## src/rtl/core/assert_macros.svh

```systemverilog
// Assertion macros shared by the RTL.
`ifndef ASSERT_MACROS_SVH
`define ASSERT_MACROS_SVH
`ifndef SYNTHESIS
`define AST_IMPL(label, clk, rst_n, ante, cons) \
  label: assert property (@(posedge clk) disable iff (!rst_n) (ante) |-> (cons)) \
    else $error("assertion failed");
`define AST_NEXT(label, clk, rst_n, ante, cons) \
  label: assert property (@(posedge clk) disable iff (!rst_n) (ante) |=> (cons)) \
    else $error("assertion failed");
`else
`define AST_IMPL(label, clk, rst_n, ante, cons)
`define AST_NEXT(label, clk, rst_n, ante, cons)
`endif
`endif

```

## src/rtl/core/aes_pkg.sv

```systemverilog
`timescale 1ns / 1ps
package aes_pkg;
  localparam logic [2:0] OP_MALLOC  = 3'd0;
  localparam logic [2:0] OP_CALLOC  = 3'd1;
  localparam logic [2:0] OP_REALLOC = 3'd2;
  localparam logic [2:0] OP_FREE    = 3'd3;
  localparam logic [2:0] OP_READ    = 3'd4;
  localparam logic [1:0] REG_ALIGN = 2'd0;
  localparam logic [1:0] REG_OVH   = 2'd1;
  localparam logic [1:0] REG_TPS   = 2'd2;
  localparam logic [9:0] MS_SCALE = 10'd1000;
  localparam logic [5:0] SEL_GLOBAL = 6'd28;
  localparam logic [5:0] SEL_END    = 6'd34;

  typedef struct packed {
    logic        start;
    logic [63:0] dividend;
    logic [31:0] divisor;
  } div_req_t;
endpackage

```

## src/rtl/core/aes_div.sv

```systemverilog
`timescale 1ns / 1ps
module aes_div import aes_pkg::*; (
  input  logic        clk,
  input  logic        rst_n,
  input  div_req_t    req,
  output logic        done,
  output logic [63:0] quot,
  output logic [31:0] rem
);
  logic [63:0] q_r, q_nxt;
  logic [31:0] rem_r, rem_nxt;
  logic [31:0] d_r;
  logic [6:0]  cnt_r, cnt_nxt;
  logic        busy_r, busy_nxt, done_r, done_nxt;
  logic [32:0] trial;
  logic [32:0] shifted;

  assign shifted = {rem_r, q_r[63]};
  assign trial = shifted - {1'b0, d_r};

  always_comb begin
    q_nxt = q_r;
    rem_nxt = rem_r;
    cnt_nxt = cnt_r;
    busy_nxt = busy_r;
    done_nxt = 1'b0;
    if (req.start) begin
      q_nxt = req.dividend;
      rem_nxt = '0;
      cnt_nxt = 7'd64;
      busy_nxt = 1'b1;
    end else if (busy_r) begin
      if (!trial[32]) begin
        rem_nxt = trial[31:0];
        q_nxt = {q_r[62:0], 1'b1};
      end else begin
        rem_nxt = shifted[31:0];
        q_nxt = {q_r[62:0], 1'b0};
      end
      cnt_nxt = cnt_r - 7'd1;
      if (cnt_r == 7'd1) begin
        busy_nxt = 1'b0;
        done_nxt = 1'b1;
      end
    end
  end

  always_ff @(posedge clk) begin
    if (!rst_n) begin
      busy_r <= 1'b0;
      done_r <= 1'b0;
      cnt_r <= '0;
    end else begin
      busy_r <= busy_nxt;
      done_r <= done_nxt;
      cnt_r <= cnt_nxt;
    end
    q_r <= q_nxt;
    rem_r <= rem_nxt;
    if (req.start) d_r <= req.divisor;
  end

  assign done = done_r;
  assign quot = q_r;
  assign rem = rem_r;
endmodule

```

## config.mk

```make
export PLATFORM = sky130hd
export DESIGN_NAME = aes_div
export DESIGN_NICKNAME = d
export VERILOG_FILES = /design/src/rtl/core/assert_macros.svh /design/src/rtl/core/aes_pkg.sv /design/src/rtl/core/aes_div.sv
export SDC_FILE = /design/constraint.sdc
export NUM_CORES = 1
export LEC_CHECK = 0
export ABC_AREA = 0
export ABC_CLOCK_PERIOD_IN_PS = 9300
export BUFFER_PORTS_ARGS = -buffer_cell sky130_fd_sc_hd__buf_2
export CAP_MARGIN = 25
export CORE_MARGIN = 2
export CORE_UTILIZATION = 35
export DETAILED_ROUTE_END_ITERATION = 10
export PLACE_DENSITY = 0.61
export SYNTH_ARGS = -nofsm -noshare
export SYNTH_HDL_FRONTEND = slang
export SYNTH_SLANG_ARGS = --single-unit
```

## constraint.sdc

```tcl
create_clock -name clk -period 9.3 [get_ports clk]
set_input_delay 0.465 -clock clk [delete_from_list [all_inputs] [get_ports clk]]
set_output_delay 0.465 -clock clk [all_outputs]
set_load 0.03 [all_outputs]
```

Word-level counts from Yosys, hierarchy flattened

Cells that the tools add are included.

Register bits after elaboration: 137
Bits of input ports: 99
Output and inout bits: 97

Add/subtract/negate cells: 2
Equal/unequal tests: 1
Multiplexer cells: 10
Bitwise logic cells: 2
Reductions and logical operators: 3

Operators by type and width:

| cell                  | count |
|---|---|
| $mux W64              | 2 |
| $sub A33 B32 Y33      | 1 |
| $mux W32              | 1 |
| $mux W7               | 2 |
| $eq A7 B1 Y1 const B  | 1 |
| $sub A7 B1 Y7 const B | 1 |
| $mux W1               | 5 |
| $reduce_or A3 Y1      | 1 |
| $not A1 Y1            | 2 |
| $reduce_bool A2 Y1    | 1 |
| $reduce_or A2 Y1      | 1 |

Longest topological paths before layout

Gate-level depths: netlist of the first run.

Word-level depth: 4
Gate-level depth with buffers: 13

Worst setup path before layout of the first run

No wires, ideal clock.

Path kind: reg-to-reg
Start: reg q_r[63] (netlist: quot[63])
End: reg rem_r[0] (netlist: rem[0])
Setup time: 95 ps
Arrival time: 3,181 ps
Path slack: 6,024 ps
Cell stages (with the launch flop): 13
Period minus slack after synthesis: 3,276 ps
Cell sequence: edfxtp_1 -> inv_1 -> ha_1 -> fa_1 -> nand2b_1 -> a21o_1 -> a2111oi_4 -> o211ai_2 -> and4b_1 -> or3_1 -> buf_2 -> or4_1 -> o311ai_1

Word-level cells in the longest chain between the ends: 2

Ends and longest elaborated chain:

| item                   | RTL line      | source |
|---|---|---|
| from (decl)            | aes_div.sv:10 | `logic [63:0] q_r, q_nxt;` |
| from (signal assigned) | aes_div.sv:58 | `q_r <= q_nxt;` |
| $sub A33 B32 Y33       | aes_div.sv:19 | `assign trial = shifted - {1'b0, d_r};` |
| $mux W32 *             | aes_div.sv:33 | `if (!trial[32]) begin` |
| to (signal assigned)   | aes_div.sv:59 | `rem_r <= rem_nxt;` |
| to (decl)              | aes_div.sv:11 | `logic [31:0] rem_r, rem_nxt;` |

Every way passes the cells marked *; elsewhere a longest branch is shown, timed or not.
A chain may end at the register's enable or synchronous reset.

Worst setup path in the final report of the first run

Start: reg q_r[63] (netlist: quot[63])
End: reg rem_r[7] (netlist: rem[7])

Word-level cells in the longest chain between the ends: 2

Ends and longest elaborated chain:

| item             | RTL line |
|---|---|
| $sub A33 B32 Y33 | aes_div.sv:19 |
| $mux W32         | aes_div.sv:33 |

Every way passes these cells.

==> results.toml, run 1 <==
[clock_network]
path_clk_slew_ns = 0.06
ctsHoldBuffers = 0
numCtsBuffers = 17
cts_sinks = 137
cts.repair.resized = 0
post_cts_buffers = 0
htreeDepth = 4
clockBufferDepth = 2
cts_tree = "built"
cts-root-buf = "clkbuf_16"
insertion_delay_ns = 0.42

[finish]
fillerInstances = 1993
drive_gt1_share_pct = 35.2
antennaDiodeCount = 0
area_growth_pct = 24.4
instances_no_fill = 1128
nNetsFinal = 979

[logic_synthesis]
ys.flop_type = "edfxtp_1"
synth-warning-count = 0
synth_area_leaders = "edfxtp_1 39%, dfxtp_1 11%, mux2_2 9.8%, ha_1 5.8%, nor2_1 2.7%"
async_flop_share_pct = 0
ys_ff_latch = 137
yosysTopAreaCellShare_pct = 39.3
yosysUniqueCellTypes = 61
yosysTopAreaCell = "edfxtp_1"
ys_seq_area_share_pct = 50.4
syn_area_per_cell_sq_um = 11.2
synth_enable_flop_cells = 96
synthesis.area_sq_um = 7340
syn_inst = 658
syn_nets = 792

[global_route]
grt_max_degree = 67
grt_pass1_wl_um = 29100
antenna_found_initial = 1
grt.total_usage_pct = 17.0
overflow = 0
grt_pass1_vias = 5593

[worst_setup_path]
max_stage_delay_ns = 0.54
r2r_start = "quot[63]$_DFFE_PP_"
crit_type = "register to register"
crit_arrival_ns = 4.10
required_ns = 9.62
slowest_stage = "nor3_4"
cp-startpoint = "quot[63]$_DFFE_PP_"
cp_top_family = "simple AND/OR/NAND/NOR gates"
crit_chain = "inv_1, ha_1, fa_1, nand2b_1, a21o_1, a2111oi_4, o211ai_2, and4b_1, nor3_4, buf_4, nand3_1, a311oi_1"
cp-end-kind = "register"
cp.buffers_inverters = 2
critPathLaunchType = "register"
crit_fanout = 20

[hold_path]
hold_start = "req[10]"
hp-class = "input port to register"

[outcome]
outcome = "complete, no violations"

[sta]
final.setup.tns_ns = 0
tightest_slew_ns = 0.862
setup_viol_count_final = 0
fmax_ghz = 0.265
rsz0062_at_grt = "no"
hold_ws_ns = 0.217
final.min_clock_period_ns = 3.77
finalHoldViolations = 0
slew_violations = 0
fin_crit_sh_pct = 40.5
setup_slack_ns = 5.53
maxSlewHeadroom_pct = 42.5
clock_skew_ns = 0.0182

[power_and_ir_drop]
power_mw = 1.84
comb_power_share_pct = 23.7
power_density_nw_per_um2 = 202
clkPwrFrac_pct = 35.5
p_seq_share_pct = 40.8
swShare_pct = 31.9
p_int_mw = 1.26
peakVddDrop_uv = 109
p_leak_nw = 3.85
p_switching_mw = 0.589

[route]
vias = 5667
drt-initial-drc-count = 377
wl_um = 18600
drt-wirelength-per-cell_um = 16.5
drtPass1Iterations = 5
drc = 0
antenna_left = 0
viasPerCell = 5.02

[floorplan]
initial_core_util_pct = 36.0
dieArea_sq_um = 22200
fp.coreArea_sq_um = 20400
row_count = 52
dieHeight_um = 149
dieWidth_um = 149
io_pins = 196

[place]
dp_cells = 1096
io_buffers = 195
place_congestion = 0.839
dp.final_hpwl_um = 13700
post-place-ws_ns = 5.56

[job]
drv_cap = 0
==> logic make-up after synthesis <==
| kind of cell | synth area share, % |
|---|---|
| AOI/OAI and AO/OA | 13.9 |
| and+or+nand+nor | 9.34 |
| DFF | 50.4 |
| muxes | 12.4 |
| buffers and inverters | 4.09 |
| adders and majority gates | 6.06 |
| xor gates and xnor gates | 3.82 |
==> worst paths after layout <==
| check | end | slack (ns) | depth (start not counted) |
|---|---|---|---|
| min | d_r[10]$_DFFE_PP_ | 0.22 | 1 |
| min reg2reg | cnt_r[1]$_SDFFE_PP0P_ | 0.51 | 2 |
| max reg2reg | rem[7]$_SDFFE_PP0P_ | 5.53 | 12 |
| max | rem[7]$_SDFFE_PP0P_ | 5.53 | 12 |
==> power groups by stage <==
stage	registers, mW	clock network, mW	logic, mW
after floorplan	0.844	0	0.232
after global placement	0.765	0	0.435
after detailed placement	0.767	0	0.436
after global routing	0.761	0.698	0.475
after CTS	0.755	0.673	0.438
final	0.753	0.655	0.436
==> worst register-to-register path, stage by stage, from the launching register on <==
cell       delay (ns)
edfxtp_1         0.37
inv_1            0.05
ha_1             0.21
fa_1             0.38
nand2b_1         0.19
a21o_1           0.23
a2111oi_4        0.42
o211ai_2         0.16
and4b_1          0.27
nor3_4           0.54
buf_4            0.45
nand3_1          0.12
a311oi_1         0.27
==> routing by layer <==
| metal | track usage (%) | vias up | wire, um |
|---|---|---|---|
| met4 | 4.76 | 2 | 170 |
| met5 | 0 | - | 13 |
| met1 | 22.3 | 2716 | 8550 |
| met3 | 3.94 | 12 | 742 |
| li1 | - | 2813 | - |
| met2 | 28.2 | 124 | 9160 |
==> cell usage in the layout (no fill, tap or decap), types with 3 or more instances in the layout <==
cell,Yosys,layout
a211oi_1,25,25
a21boi_0,3,3
a21o_1,10,10
a21oi_1,36,36
a311oi_1,6,6
a31oi_1,4,4
and3_1,3,3
buf_2,6,194
buf_4,2,6
clkbuf_16,0,17
clkinv_4,0,3
clkinvlp_4,0,3
dfxtp_1,41,40
edfxtp_1,96,96
ha_1,34,34
inv_1,44,44
inv_6,0,6
mux2_2,64,64
mux2i_1,19,19
nand2_1,45,44
nand2b_1,6,6
nand3_1,5,5
nand4_1,5,5
nor2_1,52,52
nor2b_1,6,6
nor3_1,7,7
o211ai_1,6,6
o21a_1,5,5
o21ai_0,23,23
o31ai_1,6,6
or3_1,4,4
xnor2_1,21,21
xor2_1,11,11
==> through the flow <==
stage	utilization (%)	instance area, sq um
finish	44.7	9140
global route	44.7	9140
CTS	44.7	9140
detailed placement	42.0	8570
global placement	42.0	8570
floorplan	-	7340
==> state kept, by name (all words and copies together), names as in the netlist <==
name	flops
quot	64
d_r	32
rem	32
cnt_r	7
busy_r	1
done	1
==> synthesized netlist by cell type (19+ instances only) <==
library cell  instances
dfxtp_1              41
o21ai_0              23
ha_1                 34
mux2_2               64
inv_1                44
nor2_1               52
a21oi_1              36
edfxtp_1             96
nand2_1              45
a211oi_1             25
xnor2_1              21
mux2i_1              19
==> final cells by class <==
class	count	area, sq um	area share, %
flip-flops and latches	137	3700	40.5
multi-input cells	445	3350	36.7
repair buffers	200	1020	11.1
clock buffers	18	429	4.70
well taps	270	338	3.70
inverters	44	165	1.81
clock inverters	14	136	1.49
Note: power is estimated with default switching activity, not from simulation.
==> inputs of run 2 (changes only) <==
- ABC_AREA: 0 -> 1
- ABC_CLOCK_PERIOD_IN_PS: 9300 -> 3020
- PLACE_DENSITY: 0.61 -> 0.62
- clock period: 9.3 -> 3.02 ns (I/O delays scaled with it)
==> results.toml, run 2 <==
[power_and_ir_drop]
peakVddDrop_uv = 336
p_leak_nw = 6.08
power_density_nw_per_um2 = 466

[sta]
final.min_clock_period_ns = 2.51
slew_violations = 0
setup_slack_ns = 0.507
rsz0062_at_grt = "no"
fmax_ghz = 0.398
finalHoldViolations = 0
fin_crit_sh_pct = 83.2
tightest_slew_ns = 0.613
clock_skew_ns = 0.0196
final.setup.tns_ns = 0
maxSlewHeadroom_pct = 59.1
setup_viol_count_final = 0

[global_route]
overflow = 0
grt_pass1_vias = 7798
antenna_found_initial = 1
grt.total_usage_pct = 19.4
grt_max_degree = 100
grt_pass1_wl_um = 38100

[logic_synthesis]
async_flop_share_pct = 0
syn_nets = 1321
syn_inst = 1187
synth-warning-count = 0
syn_area_per_cell_sq_um = 7.02
synth_area_leaders = "edfxtp_1 35%, nand2_1 25%, dfxtp_1 9.9%, inv_1 9.6%, ha_1 5.1%"
yosysUniqueCellTypes = 38
synth.most_common_cell = "nand2_1"
ys_ff_latch = 137
synth_enable_flop_cells = 96
ys_seq_area_share_pct = 44.5
yosysTopAreaCell = "edfxtp_1"
ys.flop_type = "edfxtp_1"
synthesis.area_sq_um = 8330
synth_commonest_cells = "565 x nand2_1, 213 x inv_1, 96 x edfxtp_1"
yosysTopAreaCellShare_pct = 34.6

[floorplan]
initial_core_util_pct = 35.6
dieArea_sq_um = 25000
io_pins = 196
dieWidth_um = 158
fp.coreArea_sq_um = 23400
row_count = 56
dieHeight_um = 158

[worst_setup_path]
max_stage_delay_ns = 0.41
crit_top_cell = "nand2_1"
crit_fanout = 16
crit_chain = "inv_1, ha_1, fa_1, inv_1, nand2_1, nand2_1, nand3_1, nand2_1, nand2_1, nand2_1, nand2_4, nand2_4, nand2_4, nand2_2, buf_4, nand2_1, nand3_1, nand2_1"
crit_arrival_ns = 2.83
slowest_stage = "fa_1"
required_ns = 3.34
critPathLaunchType = "register"
cp-end-kind = "register"
crit_type = "register to register"

[hold_path]
hp-class = "input port to register"

[clock_network]
clockBufferDepth = 2
cts.repair.resized = 0
numCtsBuffers = 17
path_clk_slew_ns = 0.07
insertion_delay_ns = 0.43
cts_sinks = 137
ctsHoldBuffers = 88
cts-root-buf = "clkbuf_16"
post_cts_buffers = 0
htreeDepth = 4
cts_tree = "built"

[route]
vias = 8057
drt-wirelength-per-cell_um = 13.3
viasPerCell = 4.47
antenna_left = 0
drt-initial-drc-count = 421
drtPass1Iterations = 5
drc = 0
wl_um = 23900

[job]
drv_cap = 0

[finish]
layout_common_cells = "565 x nand2_1, 211 x inv_1, 194 x buf_2"
antennaDiodeCount = 0
drive_gt1_share_pct = 18.1
nNetsFinal = 1605
largest_reg_flops = 64
final_common_cell = "nand2_1"
area_growth_pct = 33.7

[outcome]
outcome = "complete, no violations"

[place]
place_congestion = 0.902
io_buffers = 195
dp.final_hpwl_um = 17400
post-place-ws_ns = 0.511
## run 2: cell types whose count changed in the layout (fill, tap and decap cells not counted), moves of 24 or more
| cell | delta |
|---|---|
| nand2_1 | +521 |
| inv_1 | +167 |
| dlygate4sd3_1 | +88 |
| mux2_2 | -64 |
| nand3_1 | +51 |
| a211oi_1 | -24 |
## run 2: layer usage
metal,GRT usage [%],part of all wire (%)
met5,0,0.054
met4,3.52,0.62
met3,5.39,6.7
met2,35.0,49
met1,23.3,43
## run 2: report_power, final
part	internal (mW)	total, mW	switching, mW
Combinational	0.308	0.861	0.553
Clock	1.10	2.08	0.977
Sequential	2.17	2.25	0.0730
Total	3.58	5.19	1.60
## run 2: worst max-delay path: cells and delay by family, from the launching register on
kind / cells / cell delay, ns
buffers and inverters: 3 / 0.39
flip-flops: 1 / 0.35
adder cells (fa/ha/maj): 2 / 0.63
AND/OR/NAND/NOR: 13 / 1.01
## run 2: area by class of cell
| class | instances | area, sq um |
|---|---|---|
| Fill cell | 2398 | 12300 |
| Sequential cell | 137 | 3700 |
| Multi-Input combinational cell | 805 | 3680 |
| Timing Repair Buffer | 291 | 1960 |
| Inverter | 219 | 822 |
| Clock buffer | 17 | 425 |
| Tap cell | 319 | 399 |
| Clock inverter | 15 | 150 |
## run 2: cell families after synthesis
family                   after synthesis  synth area share [%]
buffers and inverters                245                  11.4
AO/OA/AOI/OAI                         29                  1.89
adder cells (fa/ha/maj)               35                  5.35
XOR/XNOR                              15                  1.58
AND/OR/NAND/NOR                      726                  35.3
flip-flops                           137                  44.5
## run 2: final timing paths
| check | slack (ns) | startpoint | to | cells after the start |
|---|---|---|---|---|
| min | 0.02 | req[91] | quot[59]$_DFFE_PP_ | 3 |
| max | 0.51 | quot[63]$_DFFE_PP_ | rem[3]$_SDFFE_PP0P_ | 18 |
| min reg2reg | 0.48 | cnt_r[6]$_SDFFE_PN0P_ | cnt_r[6]$_SDFFE_PN0P_ | 2 |
| max reg2reg | 0.51 | quot[63]$_DFFE_PP_ | rem[3]$_SDFFE_PP0P_ | 18 |
## run 2: through the flow
step	hold slack, ns	util (%)	instance area [sq um]	power, mW	instances
after detailed placement	0.329	41.3	9680	3.06	1683
after floorplan	0.250	-	8330	2.77	1187
after global placement	0.329	41.3	9680	3.05	1683
final	0.0191	47.6	11100	5.19	1803
after global routing	0.00883	47.6	11100	5.42	1803
after CTS	0.000112	47.6	11100	5.25	1803
